<file path="src/rtl/ftl_div.sv">
// ----------------------------------------------------------------------------
// ftl_div
// restoring unsigned divider, one quotient bit per cycle
// ----------------------------------------------------------------------------
module ftl_div #(
  parameter int unsigned DIV_W = 28
) (
  input  logic             clk_i,
  input  logic             rst_ni,
  input  logic             start_i,
  input  logic [DIV_W-1:0] dividend_i,
  input  logic [DIV_W-1:0] divisor_i,
  output logic             done_o,
  output logic [DIV_W-1:0] quotient_o
);

  localparam int unsigned CNT_W = (DIV_W > 1) ? $clog2(DIV_W) : 1;

  logic [DIV_W:0]   rem_q;
  logic [DIV_W-1:0] quo_q;
  logic [DIV_W-1:0] dvs_q;
  logic [CNT_W-1:0] cnt_q;
  logic             busy_q;
  logic             done_q;
  logic [DIV_W:0]   rem_sh;
  logic [DIV_W+1:0] diff;

  assign rem_sh = {rem_q[DIV_W-1:0], quo_q[DIV_W-1]};
  assign diff   = {1'b0, rem_sh} - {2'b00, dvs_q};

  always_ff @(posedge clk_i or negedge rst_ni) begin
    if (!rst_ni) begin
      busy_q <= 1'b0;
      done_q <= 1'b0;
      cnt_q  <= '0;
    end else begin
      done_q <= 1'b0;
      if (start_i) begin
        busy_q <= 1'b1;
        cnt_q  <= CNT_W'(DIV_W - 1);
      end else if (busy_q) begin
        cnt_q <= cnt_q - 1'b1;
        if (cnt_q == '0) begin
          busy_q <= 1'b0;
          done_q <= 1'b1;
        end
      end
    end
  end

  always_ff @(posedge clk_i) begin
    if (start_i) begin
      rem_q <= '0;
      quo_q <= dividend_i;
      dvs_q <= divisor_i;
    end else if (busy_q) begin
      if (!diff[DIV_W+1]) begin
        rem_q <= diff[DIV_W:0];
        quo_q <= {quo_q[DIV_W-2:0], 1'b1};
      end else begin
        rem_q <= rem_sh;
        quo_q <= {quo_q[DIV_W-2:0], 1'b0};
      end
    end
  end

  assign done_o     = done_q;
  assign quotient_o = quo_q;

endmodule

</file>
<file path="config.mk">
export PLATFORM = sky130hd
export DESIGN_NAME = ftl_div
export DESIGN_NICKNAME = d
export VERILOG_FILES = /design/src/rtl/ftl_div.sv
export SDC_FILE = /design/constraint.sdc
export NUM_CORES = 1
export LEC_CHECK = 0
export ABC_AREA = 1
export BUFFER_PORTS_ARGS = -buffer_cell sky130_fd_sc_hd__clkbuf_2
export CAP_MARGIN = 10
export CORE_UTILIZATION = 50
export DETAILED_ROUTE_END_ITERATION = 8
export PLACE_DENSITY = 0.76
export SKIP_LAST_GASP = 1
export SLEW_MARGIN = 20
export SYNTH_ARGS = -nofsm -noshare
export SYNTH_HDL_FRONTEND = slang
export SYNTH_SLANG_ARGS = --single-unit
export TNS_END_PERCENT = 100
</file>
<file path="constraint.sdc">
create_clock -name clk_i -period 2.35 [get_ports clk_i]
set_clock_uncertainty 0.05 [all_clocks]
set_input_delay 0.1175 -clock clk_i [delete_from_list [all_inputs] [get_ports clk_i]]
set_output_delay 0.1175 -clock clk_i [all_outputs]
set_load 0.03 [all_outputs]
</file>
# Yosys cells after proc, flatten, opt, wreduce, memory -nomap -nowiden
# Index checks and enable logic that the tools add are counted.
classes:
  mux: 12
  shift: 0
  n_reduce_logical: 2
  n_bitwise: 0
  n_eq_ne: 0
  mul: 0
  n_lt_le_gt_ge: 0
  n_div: 0
  add_sub_neg: 2
op_table:
  columns: ["cell", "count"]
  rows:
  - ["$mux W28", 3]
  - ["$sub A29 B28 Y30", 1]
  - ["$mux W5", 2]
  - ["$mux W1", 7]
  - ["$logic_not A5 Y1", 1]
  - ["$sub A5 B1 Y5 const B", 1]
  - ["$reduce_bool A2 Y1", 1]
word_totals:
  romBits: 0
  memories: 0
  elab_cells: 22
  input_bits: 59
  output_inout_bits: 29
  latch_bits: 0
  ram_bits: 0
  ff_bits: 91

# Longest topological paths before layout
depth:
  ltp_word: 4
  depth_mapped: 15

# Worst setup path before layout
# OpenSTA, ideal clock, no wires.
synth_path:
  path_kind: "reg2reg"
  startpoint: "register quo_q[27] (netlist: quotient_o[27])"
  endpoint: "register rem_q[24]"
  path_buffers: 0
  arrival_ns: 1.974
  required_ns: 2.188
  slack_ns: 0.214
  path_stages_with_launch: 14
  period_less_slack_ns: 2.136
  cell_sequence: "edfxtp_1 inv_1 ha_1 fa_1 inv_1 nand3_1 nand3_1 nand2_1 nand2_1 nand2_1 nand4_1 nand3_1 nand2_1 nand2_1"
synth_between:
  elab_chain_len: 2
synth_lines:
  columns: ["item", "line", "source"]
  rows:
  - ["from (decl)", "20", "logic [DIV_W-1:0] quo_q;"]
  - ["from (signal assigned)", "54", "quo_q <= dividend_i;"]
  - ["from (signal assigned)", "59", "quo_q <= {quo_q[DIV_W-2:0], 1'b1};"]
  - ["from (signal assigned)", "62", "quo_q <= {quo_q[DIV_W-2:0], 1'b0};"]
  - ["$sub A29 B28 Y30", "29", "assign diff = {1'b0, rem_sh} - {2'b00, dvs_q};"]
  - ["$mux W28", "57", "if (!diff[DIV_W+1]) begin"]
  - ["to (signal assigned)", "58", "rem_q <= diff[DIV_W:0];"]
  - ["to (signal assigned)", "61", "rem_q <= rem_sh;"]
  - ["to (decl)", "19", "logic [DIV_W:0] rem_q;"]
# Every way passes these cells.
# A chain may end at the register's enable or synchronous reset.

# Worst setup path after layout
layout_path:
  startpoint: "register dvs_q[10]"
  endpoint: "register rem_q[10]"
layout_between:
  elab_chain_len: 2
layout_lines:
  columns: ["item", "line", "source"]
  rows:
  - ["from (decl)", "21", "logic [DIV_W-1:0] dvs_q;"]
  - ["from (signal assigned)", "55", "dvs_q <= divisor_i;"]
  - ["$sub A29 B28 Y30", "29", null]
  - ["$mux W28", "57", null]
# Every way passes these cells.

==> results by group <==
Status
  – Outcome: finished, violations left
  – Failing checks: DRC

Worst setup path
  – Setup Crit Path Kind: register to register
  – CP max FO: 12
  – Data arrival time of the critical path: 2300 ps
  – Worst setup SP type: register
  – Reg2reg path depth: 13
  – Setup crit end kind: register
  – Worst Path Required: ~2500 ps

Logic synthesis
  – Synthesized flop and latch total: 91
  – Synthesized instance count: 871
  – Xor/xnor share of the synthesized area: 1.44%
  – Compound-Gate Fraction of Synth Area: 3.32%
  – Largest family of logic cells by synthesized area: simple AND/OR/NAND/NOR gates
  – Mux cell area share after synthesis: 0%
  – Post-Syn Nets: 961
  – Synth cell types: 37
  – Post-synthesis sequential area ratio: 39.9%
  – Yosys warning total: 0
  – Average footprint of a synthesized cell: between 6 and 7 sq um
  – Synth area leaders: edfxtp_1 (28%), nand2_1 (22%), inv_1 (11%)
  – Synth Area in Simple Gates: between 30% and 40%
  – Netlist Area Pre-Place: 6070 sq um
  – Top-area cell type share of the netlist area: 27.7%
  – Post-Synth Adder-Cell Area: under 10%
  – Leading area contributor after synthesis: edfxtp_1

Detailed routing
  – Via count: about 5600
  – Total Wirelength: 14500 um
  – Drt first pass iters: 6
  – Antenna Nets Post-Route: 0
  – Drt drc: 1
  – Wire length per cell: 12.6 um
  – Via density: 4.89
  – Initial DRC Count: 308

Placed design
  – Placed instance count: 1094
  – DP HPWL: between 10000 and 15000 um
  – Placed inst area: 6660 sq um
  – Placer Congestion: approximately 0.95
  – Buffers on Ports: 87

Clock tree
  – TritonCTS Buffers: 9
  – Reg clk slew, reported paths: 70 ps
  – Clk root buf: clkbuf_16
  – Clock Path Buffers: 2
  – Clock Sink Count: approximately 90
  – H-tree depth: 3
  – CTS tree: yes
  – Clock Latency Late Sink: 340 ps

Cells and area
  – Post-route cell area: 7400 sq um
  – Area occupied by multi-input gates: 2860 sq um
  – Non-filler instance count after layout: 1154
  – Fillers: 1042
  – Share of cells above drive strength 1: 14.0%
  – Area grow syn2layout: 22.0%
  – Post-layout net count: 1096
  – Commonest non-fill, non-tap cell in the layout: nand2_1
  – Antenna Cells: 0
  – Commonest cells after routing, fill and taps aside: nand2_1 (354), inv_1 (176), clkbuf_2 (87), nand3_1 (64), edfxtp_1 (56)
  – Reg area: 2420 sq um

Die
  – I/O pin count: a little under 90
  – Die H: 112 um
  – Die width: roughly 110 um
  – Area of the core: 11600 sq um
  – Initial core utilization: 52.2%
  – Die ar.: 12600 sq um
  – # rows: 39

STA
  – Final setup vio count: 0
  – Period utilization: 91.5%
  – Hold Vio Cnt, Final: 0
  – Slew Limit Fails: 0
  – Max frequency: 465 MHz
  – Setup TNS: 0 ps
  – Worst slew margin: 65.4%
  – RSZ-0062 raised after global routing: false
  – Crit path time final: 2150 ps
  – Slew @ Worst Pin: 519 ps

Global route
  – Gr usage total: 24.2%
  – First-pass GRT wire length: 24500 um
  – Largest net degree at the start of global routing: 43
  – Number of global-route vias before repair: 5363
  – Total congestion overflow: 0
  – Initial antenna violation count: 0

Min path
  – Hold depth: 3
  – Worst hold path type: input port to register

Job
  – MaxCap Viol Count: 0

Pwr
  – Pwr dens: between 900 and 1000 nW/um^2
  – Leak: 4.19 nW
  – Max IR drop VDD: 0.000423 V
==> critical path, cell delays in order (launching register included) <==
cell      delay (ps)
edfxtp_1         320
inv_1             40
ha_1             360
nand2_1          100
nand2_1           80
nand2_1           60
nand2_1          100
a21oi_2          160
nand2_2           90
nand2_4           80
buf_4            210
nand3_1          160
nand3_1          120
o21ai_0           90
==> final cells by class <==
class,instances,area share [%]
multi-input combinational,582,38.6
sequential,91,32.7
timing repair buffer,144,13.3
inverter,178,9.03
clock buffer,11,3.14
tap,143,2.42
clock inverter,5,0.828
==> state kept, by name (all words and copies together), names as in the netlist <==
signal and count:
done_o 1, busy_q 1, quotient_o 28, dvs_q 28, rem_q 28, cnt_q 5
==> worst paths after layout <==
check	endpoint	slack, ps	from
setup / recovery	rem_q[10]	200	dvs_q[10]
hold / removal	quotient_o[27]	7	dividend_i[27]
setup reg to reg	rem_q[10]	200	dvs_q[10]
hold reg to reg	rem_q[19]	420	rem_q[19]
max in group asynchronous	done_o	1920	rst_ni
min in group asynchronous	cnt_q[4]	150	rst_ni
==> cell families after synthesis <==
logic type	count (synthesis)
and+or+nand+nor	505
buffers and inverters	198
DFF	91
AOI/OAI and AO/OA	36
adders and majority gates	31
xor gates and xnor gates	10
==> where the power goes <==
group	switching [W]	total, W	internal [W]
logic	0.00202	0.00324	0.00122
registers	0.000153	0.00213	0.00197
clock network	0.000632	0.00147	0.000834
total	0.00281	0.00684	0.00403
==> cell usage after synthesis <==
cell      instances
a21oi_4           1
dfrtp_1           7
a21o_1            1
o21ai_1           6
nand2_4           2
inv_1           176
nand2_2           5
edfxtp_1         56
o21ai_0          12
or2_1             1
nor2_2            2
a31oi_1           1
ha_1             30
xor2_1            1
buf_6             5
nand3_2           9
nand3b_1         12
nor2_4            1
nand3b_2          1
dfxtp_1          28
nand4_1           7
xnor2_1           9
a22oi_1           1
nand2_1         356
buf_2             3
a21oi_1          13
nand3_1          65
fa_1              1
buf_4             1
clkinv_1          1
inv_2             1
buf_12            1
nor2_1           40
and2_1            3
clkbuf_1         10
nor3_2            1
a21oi_2           1
==> metal layers <==
metal | up-vias | share of wire [%] | global-route usage [%]
met1 | 2513 | 47 | 31.7
met2 | 183 | 46 | 41.4
met3 | 18 | 5.9 | 3.94
met4 | 0 | 1.7 | 7.20
met5 | - | 0 | 0
li1 | 2934 | - | -
==> what timing repair did <==
| action | CTS | global route |
|---|---|---|
| hold endpoints to repair | 50 | 0 |
| hold buffers | 44 | 0 |
| setup buffers | 0 | 0 |
| setup endpoints to repair | 0 | 6 |
| resized for setup | 0 | 3 |
==> metrics by stage <==
step	hold slack (ps)	setup WS (ps)	util (%)	total power (W)
after global routing	11.1	15.2	63.7	0.00738
after CTS	0.611	104	63.6	0.00681
after floorplan	-228	214	-	0.00459
final	6.99	199	63.7	0.00684
after global placement	-77.8	218	57.3	0.00524
after detailed placement	-72.6	127	57.3	0.00528
(Power assumes the default switching activity.)
