File: src/rtl/ftl_pkg.sv
// ----------------------------------------------------------------------------
// ftl_pkg
// shared widths, constants and types of the one-percent-low frame rate monitor
// ----------------------------------------------------------------------------
package ftl_pkg;

  localparam int unsigned SAMPLE_W = 20;
  localparam int unsigned FPS_W    = 28;
  localparam int unsigned WIN_W    = 10;

  // one-percent bucket: k grows by one every hundred samples
  localparam int unsigned PCT_W    = 7;
  localparam logic [PCT_W-1:0] PCT_LAST = 7'd99;

  // 1e6 us per s times 256 for the q8 rate
  localparam logic [FPS_W-1:0] RATE_NUM = 28'd256000000;

  typedef struct packed {
    logic clear;
    logic insert;
    logic shift;
  } topk_ctrl_t;

endpackage

File: src/rtl/ftl_topk.sv
// ----------------------------------------------------------------------------
// ftl_topk
// sorted row of cells keeping the largest samples seen in one ring walk
// ----------------------------------------------------------------------------
module ftl_topk #(
  parameter int unsigned ENTRIES = 6
) (
  input  logic                         clk_i,
  input  logic                         rst_ni,
  input  ftl_pkg::topk_ctrl_t          ctrl_i,
  input  logic [ftl_pkg::SAMPLE_W-1:0] sample_i,
  output logic [ftl_pkg::SAMPLE_W-1:0] head_o
);

  logic [ftl_pkg::SAMPLE_W-1:0] val_q   [ENTRIES];
  logic [ftl_pkg::SAMPLE_W-1:0] ins_val [ENTRIES];
  logic [ftl_pkg::SAMPLE_W-1:0] sh_val  [ENTRIES];
  logic [ENTRIES-1:0]           vld_q;
  logic [ENTRIES-1:0]           ins_vld;
  logic [ENTRIES-1:0]           sh_vld;
  logic [ENTRIES-1:0]           above;

  for (genvar j = 0; j < ENTRIES; j++) begin : g_cell
    // new sample belongs at or above this cell
    assign above[j] = !vld_q[j] || (val_q[j] < sample_i);
    if (j == 0) begin : g_first
      assign ins_val[j] = above[j] ? sample_i : val_q[j];
      assign ins_vld[j] = above[j] | vld_q[j];
    end else begin : g_rest
      assign ins_val[j] = !above[j] ? val_q[j] :
                          (above[j-1] ? val_q[j-1] : sample_i);
      assign ins_vld[j] = !above[j] ? vld_q[j] :
                          (above[j-1] ? vld_q[j-1] : 1'b1);
    end
    if (j == ENTRIES - 1) begin : g_last
      assign sh_val[j] = val_q[j];
      assign sh_vld[j] = 1'b0;
    end else begin : g_mid
      assign sh_val[j] = val_q[j+1];
      assign sh_vld[j] = vld_q[j+1];
    end
  end

  always_ff @(posedge clk_i or negedge rst_ni) begin
    if (!rst_ni) begin
      vld_q <= '0;
    end else if (ctrl_i.clear) begin
      vld_q <= '0;
    end else if (ctrl_i.insert) begin
      vld_q <= ins_vld;
    end else if (ctrl_i.shift) begin
      vld_q <= sh_vld;
    end
  end

  always_ff @(posedge clk_i) begin
    if (ctrl_i.insert) begin
      val_q <= ins_val;
    end else if (ctrl_i.shift) begin
      val_q <= sh_val;
    end
  end

  assign head_o = val_q[0];

endmodule

File: config.mk
export PLATFORM = sky130hd
export DESIGN_NAME = ftl_topk
export DESIGN_NICKNAME = d
export VERILOG_FILES = /design/src/rtl/ftl_pkg.sv /design/src/rtl/ftl_topk.sv
export SDC_FILE = /design/constraint.sdc
export NUM_CORES = 1
export LEC_CHECK = 0
export CORE_MARGIN = 3
export CORE_UTILIZATION = 42
export DETAILED_ROUTE_END_ITERATION = 10
export DONT_BUFFER_PORTS = 1
export PLACE_DENSITY = 0.62
export REMOVE_ABC_BUFFERS = 1
export SLEW_MARGIN = 5
export SYNTH_ARGS = -nofsm -noshare
export SYNTH_HDL_FRONTEND = slang
export SYNTH_SLANG_ARGS = --single-unit
File: constraint.sdc
create_clock -name clk_i -period 3.2 [get_ports clk_i]
set_input_delay 0.32 -clock clk_i [delete_from_list [all_inputs] [get_ports clk_i]]
set_output_delay 0.32 -clock clk_i [all_outputs]
set_load 0.05 [all_outputs]
## Word level (Yosys, flattened, before mapping)

Index checks and enable logic that the tools add are counted.

- Add/sub/neg operators: 0
- Multipliers: 0
- Div/mod/pow operators: 0
- Order comparisons: 6
- Equal/unequal tests: 10
- Shift-type cells: 0
- Mux-type cells: 26
- Bitwise logic cells: 1
- Reduce and logical (&&, ||, !) cells: 25

Operators by type and width:

| operator | count |
|---|---|
| $mux 120 | 2 |
| $mux 20 | 11 |
| $lt 20x20->1 | 6 |
| $reduce_and 2->1 | 11 |
| $mux 6 | 3 |
| $ne 3x1->1 const B | 5 |
| $mux 1 | 10 |
| $ne 2x1->1 const B | 5 |
| $logic_not 1->1 | 6 |
| $logic_or 1x1->1 | 6 |
| $reduce_bool 3->1 | 1 |
| $reduce_bool 2->1 | 1 |
| $or 1x1->1 | 1 |

- Flip-flop bits (word level): 126
- Bits in latches: 0
- Memory bits (writable): 0
- Memory bits (read-only): 0
- Input port bits: 25
- Output and inout port bits: 20
- Word-level logic and storage cells: 80
- Memories kept: 0

## Depth between registers and ports, before layout

Gate-level depths: netlist of the first run.

- Depth after elaboration: 6
- Mapped depth: 9
- Mapped depth without buffers: 8

## Worst setup path after synthesis of the first run

OpenSTA, ideal clock, no wires.

- Path kind: register -> register
- Start: register val_q, in the netlist head_o[10]
- End: register val_q, in the netlist head_o[0], enable pin
- Library setup time: 0.404 ns
- Arrival time: 3.045 ns
- Required time: 2.796 ns
- Path slack: -0.249 ns
- Cell stages (with the launch flop): 8
- Path buffers: 1
- Clock period less this slack: 3.449 ns
- Path through: edfxtp_1 ha_1 a21oi_1 a21boi_0 o311ai_0 o221ai_2 buf_2 a21oi_1

- Word-level cells in the longest chain between the ends: 4

RTL lines:

| what | RTL line | source |
|---|---|---|
| from (decl) | ftl_topk.sv:15 | `logic [ftl_pkg::SAMPLE_W-1:0] val_q [ENTRIES];` |
| from (signal assigned) | ftl_topk.sv:58 | `val_q <= ins_val;` |
| from (signal assigned) | ftl_topk.sv:60 | `val_q <= sh_val;` |
| $lt 20x20->1 | ftl_topk.sv:25 | `assign above[j] = !vld_q[j] \|\| (val_q[j] < sample_i);` |
| $logic_or 1x1->1 | ftl_topk.sv:25 |  |
| $ne 2x1->1 (no line) | - |  |
| $reduce_and 2->1 (no line) | - |  |

Every way passes these cells.
A chain may end at the register's enable or synchronous reset.

## Final worst setup path of the first run

- Start: register val_q, in the netlist sh_val[113]
- End: register val_q, in the netlist sh_val[82] (data pin)

- Word-level cells in the longest chain between the ends: 5

RTL lines:

| what | RTL line | source |
|---|---|---|
| $lt 20x20->1 | ftl_topk.sv:25 |  |
| $logic_or 1x1->1 | ftl_topk.sv:25 |  |
| $mux 20 | ftl_topk.sv:31 | `(above[j-1] ? val_q[j-1] : sample_i);` |
| $mux 20 | ftl_topk.sv:30 | `assign ins_val[j] = !above[j] ? val_q[j] :` |
| $mux 120 | ftl_topk.sv:57 | `if (ctrl_i.insert) begin` |

Every way passes these cells. The select of a mux whose other input is x is not followed.

==> results_dict.tcl, run 1 <==
set metrics [dict create \
    dp.cells 1155 \
    cts_sinks 126 \
    dieArea_mm2 0.0235 \
    layout_setup_ws_ps 214 \
    drive_gt1_frac 0.129 \
    fmax_mhz 335 \
    ios 45 \
    crit_fanout 13 \
    finalNetCount 1040 \
    crit_chain "ha_1 > nand4_1 > nor2_1 > o2bb2ai_1 > buf_4 > nand2b_1 > buf_4 > nor2_1 > a221oi_1" \
    cts_max_path_buffers 2 \
    hold_violations 0 \
    vias 7253 \
    start_kind "flop" \
    grt_pass1_wl_mm 42.1 \
    hpwl_mm 18.9 \
    power_frac_seq 0.403 \
    dp_slack_ps 261 \
    gp_congestion 0.863 \
    clock_tree.root_cell "clkbuf_16" \
    synth-simple-area-share 0.110 \
    r2r_cells 9 \
    grt_max_degree 162 \
    cts_tree "done" \
    dr.pass1.iters 5 \
    critical-path-max-stage-delay_ps 490 \
    yosys.area.top_type "edfxtp_1" \
    clock_latency_ps 430 \
    run_status "completed" \
    crit_family "simple AND/OR/NAND/NOR gates" \
    avgSynthCellArea_um2 10.4 \
    p_comb_frac 0.270 \
    crit_slowest_cell "nand2b_1" \
    min_path_cells 2 \
    port_buffers 0 \
    yosysMostFrequentCell "a21oi_1" \
    critPathBufInv 2 \
    worst_hold_slack_ps 67.3 \
    ys_async_sr_fraction 0.0476 \
    num_antenna_cells 0 \
    synthMuxAreaShare 0.113 \
    synth_ff_type "edfxtp_1" \
    synth_top_cell_area_share 0.396 \
    slew_headroom 0.432 \
    synthCells 877 \
    synthAdderAreaFrac 0.157 \
    area_growth_pct 13.3 \
    clkTransAtPathRegs_ps 60 \
    cp_num_cells 9 \
    finalMaxSlewViolations 0 \
    critPathKind "flop to flop" \
    rows 53 \
    synth_seq_cells 126 \
    die_h_um 153 \
    drtIter0Drc 631 \
    antenna_left 0 \
    synth_xor_area_frac 0 \
    tightest_slew_ps 852 \
    ys_top_cells_by_area "edfxtp_1 (40%), ha_1 (16%), mux2i_1 (8.6%), a21oi_1 (6.7%), nor2_1 (4.4%)" \
    worstSetupEndpointType "flop" \
    synth_compound_area_frac 0.171 \
    ys_seq_area_frac 0.413 \
    internal_power_mw 4.02 \
    viasPerCell 6.11 \
    post_cts_buffers 0 \
    synth_top_family_by_area "compound AO/OA/AOI/OAI gates" \
    stdcell_count 1188 \
    power_switching_mw 1.96 \
    p_leak_nw 4.01 \
    synth_cell_types 58 \
    ir_drop_uv 442 \
    final-setup-viol-count 0 \
    ctsHtreeMaxLevel 4 \
    drc 0 \
    synth_common_cells "a21oi_1 (122), edfxtp_1 (120), ha_1 (114)" \
    hp-class "input pin to flop" \
    grt_use_total 0.233 \
    p_per_area_mw_per_mm2 580 \
    clock_skew_ps 11.9 \
    grt_pass1_vias 7092 \
    wl_per_cell_um 23.1 \
    drt_wl_total_mm 27.4 \
    period_share 0.933 \
    finalSetupTns_ps 0 \
    cts_buffers 17 \
    crit_required_ps 3420 \
    overflow 0 \
    start_util 0.430 \
    total_power_mw 5.98 \
    drv_cap 0 \
    synth_edf_count 120 \
    syn_area_mm2 0.00909 \
    rsz0062_at_grt "false" \
    period_needed_ps 2990 \
    antenna_found_initial 0 \
    clockPowerShare 0.327 \
    synth_warnings 0 \
    p_sw_frac 0.328 \
    core_mm2 0.0212 \
    critPathArrivalTime_ps 3200 \
    nFillCells 1917 \
    die_w_um 153 \
]
## flip-flops by register name, summed over array words and instances (netlist names)
register and count:
sh_val 100, head_o 20, vld_q 6
## kinds of logic (layout without fill, tap and decap cells)
kind of cell	count (synthesis)	in the layout
AO/OA/AOI/OAI	243	243
AND/OR/NAND/NOR	218	218
flip-flops	126	126
adder cells (fa/ha/maj)	114	114
multiplexers	100	100
buffers and inverters	76	112
## power groups by stage
| stage | sequential (mW) | clock [mW] | combinational (mW) |
|---|---|---|---|
| after global routing | 2.44 | 2.04 | 1.78 |
| after floorplan | 2.47 | 0 | 0.973 |
| after global placement | 2.43 | 0 | 1.56 |
| after CTS | 2.40 | 1.98 | 1.61 |
| final | 2.41 | 1.95 | 1.61 |
| after detailed placement | 2.43 | 0 | 1.59 |
## repair_timing
item                                   in CTS  in global routing
gates resized for setup                     0                  0
endpoints found under the hold margin      11                  0
hold buffers                                2                  0
## worst register-to-register path, stage by stage (launching register included)
cell and delay, ps:
edfxtp_1 460, ha_1 330, nand4_1 240, nor2_1 170, o2bb2ai_1 160, buf_4 280
nand2b_1 490, buf_4 260, nor2_1 50, a221oi_1 360
## worst paths after layout
path | startpoint | endpoint | slack (ps)
max | sh_val[113] | sh_val[82] | 210
min reg2reg | sh_val[0] | sh_val[40] | 600
max in group asynchronous | rst_ni | vld_q[1] | 2720
min in group asynchronous | rst_ni | vld_q[5] | 230
min | ctrl_i[2] | vld_q[3] | 70
max reg2reg | sh_val[113] | sh_val[82] | 210
## area by class of cell
type                       count  area [um^2]  share of cell area
clock buffer                  17          425              0.0413
clock inverter                14          150              0.0146
inverter                      27          101             0.00983
multi-input combinational    675         5060               0.491
sequential                   126         3750               0.364
tap                          275          344              0.0334
timing repair buffer          54          473              0.0459
## cell usage in the layout, fill, tap and decap left out, drive strengths merged, types with 17 or more instances in the layout
master / instances
a21oi: 122
edfxtp: 120
ha: 114
nor2: 107
mux2i: 78
buf: 52
nand2: 37
o21ai: 37
nand3: 34
inv: 28
mux2: 22
a221oi: 19
clkbuf: 17
## per-layer routing
layer / vias up / global-route usage / share of wire
met4: 0 / 0.0840 / 0.027
met5: - / 0 / 0
met3: 53 / 0.0476 / 0.066
met1: 3511 / 0.309 / 0.43
li1: 3425 / - / -
met2: 264 / 0.381 / 0.48
## per-stage QoR
step	utilization	instance area, um^2
floorplan	-	8870
global route	0.487	10300
detailed placement	0.459	9710
finish	0.487	10300
CTS	0.487	10300
global placement	0.459	9710
(Power assumes the default switching activity.)
==> run 2: changes to the inputs <==
--- a/config.mk
+++ b/config.mk
@@ -5,7 +5,6 @@
 export SDC_FILE = /design/constraint.sdc
 export NUM_CORES = 1
 export LEC_CHECK = 0
-export CORE_MARGIN = 3
 export CORE_UTILIZATION = 42
 export DETAILED_ROUTE_END_ITERATION = 10
 export DONT_BUFFER_PORTS = 1
==> results_dict.tcl, run 2 (same netlist as run 1, synthesis figures left out) <==
set metrics [dict create \
    clock_skew_ps 13.8 \
    slew_headroom 0.364 \
    die_w_um 149 \
    rsz0062_at_grt "false" \
    grt_max_degree 162 \
    ir_drop_uv 379 \
    rows 53 \
    hp-class "input pin to flop" \
    final_util 0.487 \
    port_buffers 0 \
    critPathBufInv 1 \
    drive_gt1_frac 0.139 \
    vias 7277 \
    cts_max_path_buffers 2 \
    start_kind "flop" \
    final_common_cell "edfxtp_1" \
    layout_setup_ws_ps 191 \
    rr_endpoint "sh_val[114]" \
    drv_cap 0 \
    finalMaxSlewViolations 0 \
    drtIter0Drc 580 \
    drt_wl_total_mm 27.9 \
    die_h_um 149 \
    critPathKind "flop to flop" \
    crit_chain "ha_1 > a21o_1 > a21o_1 > a221oi_2 > a31oi_1 > nor2_2 > buf_4" \
    antenna_found_initial 0 \
    final-setup-viol-count 0 \
    critPathArrivalTime_ps 3140 \
    grt_use_total 0.262 \
    dp.cells 1166 \
    hold_violations 0 \
    grt_pass1_wl_mm 42.5 \
    ios 45 \
    r2r_cells 7 \
    worstSetupEndpointType "flop" \
    grt_pass1_vias 7239 \
    clkTransAtPathRegs_ps 60 \
    area_growth_pct 13.3 \
    largest_register_ffs 100 \
    cts_buffers 17 \
    layout_common_cells "edfxtp_1 (120), a21oi_1 (119), ha_1 (114), nor2_1 (106), mux2i_1 (78)" \
    wl_per_cell_um 23.2 \
    stdcell_count 1200 \
    tightest_slew_ps 953 \
    total_power_mw 5.84 \
    critical-path-max-stage-delay_ps 770 \
    p_per_area_mw_per_mm2 566 \
    antenna_left 0 \
    cp_num_cells 7 \
    dieArea_mm2 0.0222 \
    drc 0 \
    dr.pass1.iters 5 \
    period_share 0.940 \
    crit_family "compound AO/OA/AOI/OAI gates" \
    overflow 0 \
    reg2reg_slack_ps 190 \
    crit_fanout 12 \
    cts_sinks 126 \
    clock_latency_ps 430 \
    viasPerCell 6.06 \
    gp_congestion 0.915 \
    reg2reg_from "sh_val[117]" \
    min_from "ctrl_i[2]" \
    start_util 0.430 \
    crit_required_ps 3330 \
    num_antenna_cells 0 \
    min_path_cells 2 \
    crit_top_cell "a21o_1" \
    fmax_mhz 332 \
    core_mm2 0.0212 \
    dp_slack_ps 169 \
    run_status "completed" \
    whs_endpoint "vld_q[3]" \
    ctsHtreeMaxLevel 4 \
    nFillCells 1962 \
    crit_slowest_cell "nor2_2" \
    period_needed_ps 3010 \
    hpwl_mm 19.4 \
    p_leak_nw 4.03 \
    finalNetCount 1051 \
    clock_tree.root_cell "clkbuf_16" \
    cts_tree "done" \
]
==> run 2: cell types whose count changed in the layout (fill, tap and decap cells not counted), sizes merged <==
cell	delta
clkbuf	+1
bufinv	-2
clkinvlp	+1
buf	+11
inv	-1
clkinv	+2
==> run 2: metrics by stage <==
stage	cell area [um^2]	hold slack, ps	setup TNS [ps]
after global routing	10300	63.8	0
after global placement	9760	24.9	0
after floorplan	8870	24.4	-21530
after CTS	10300	48.0	0
final	10300	72.4	0
after detailed placement	9760	25.0	0
==> run 2: where the power goes <==
part | internal [mW] | switching, mW
clock network | 1.05 | 0.760
logic | 0.657 | 0.962
registers | 2.16 | 0.250
total | 3.87 | 1.97
==> run 2: worst max path at each step <==
stage,from,end,slack (ps)
2_1_floorplan,head_o[10],head_o[0],-520
3_3_place_gp,sample_i[13],head_o[0],180
3_5_place_dp,sh_val[117],sh_val[115],170
4_1_cts,sh_val[117],sh_val[114],180
5_1_grt,sh_val[117],sh_val[114],70
6_report,sh_val[117],sh_val[114],190
==> run 2: what timing repair did <==
item	CTS	global route
buffers inserted	0	0
hold buffers	2	0
hold endpoints to repair	11	0
gates resized for setup	0	0
==> run 2: area by class of cell <==
| type | count | area (um^2) | share of cell area |
|---|---|---|---|
| well taps | 275 | 344 | 0.0334 |
| inverters | 27 | 101 | 0.00983 |
| repair buffers | 65 | 518 | 0.0503 |
| clock inverters | 14 | 103 | 0.00995 |
| multi-input cells | 675 | 5060 | 0.491 |
| clock buffers | 18 | 429 | 0.0416 |
| flip-flops and latches | 126 | 3750 | 0.364 |
==> run 2: layer usage <==
layer,wire (um),global-route usage,vias to the layer above
met5,0,0,-
met4,698,0.0929,0
met3,2250,0.0550,57
met2,13100,0.430,341
met1,11900,0.341,3441
li1,-,-,3438
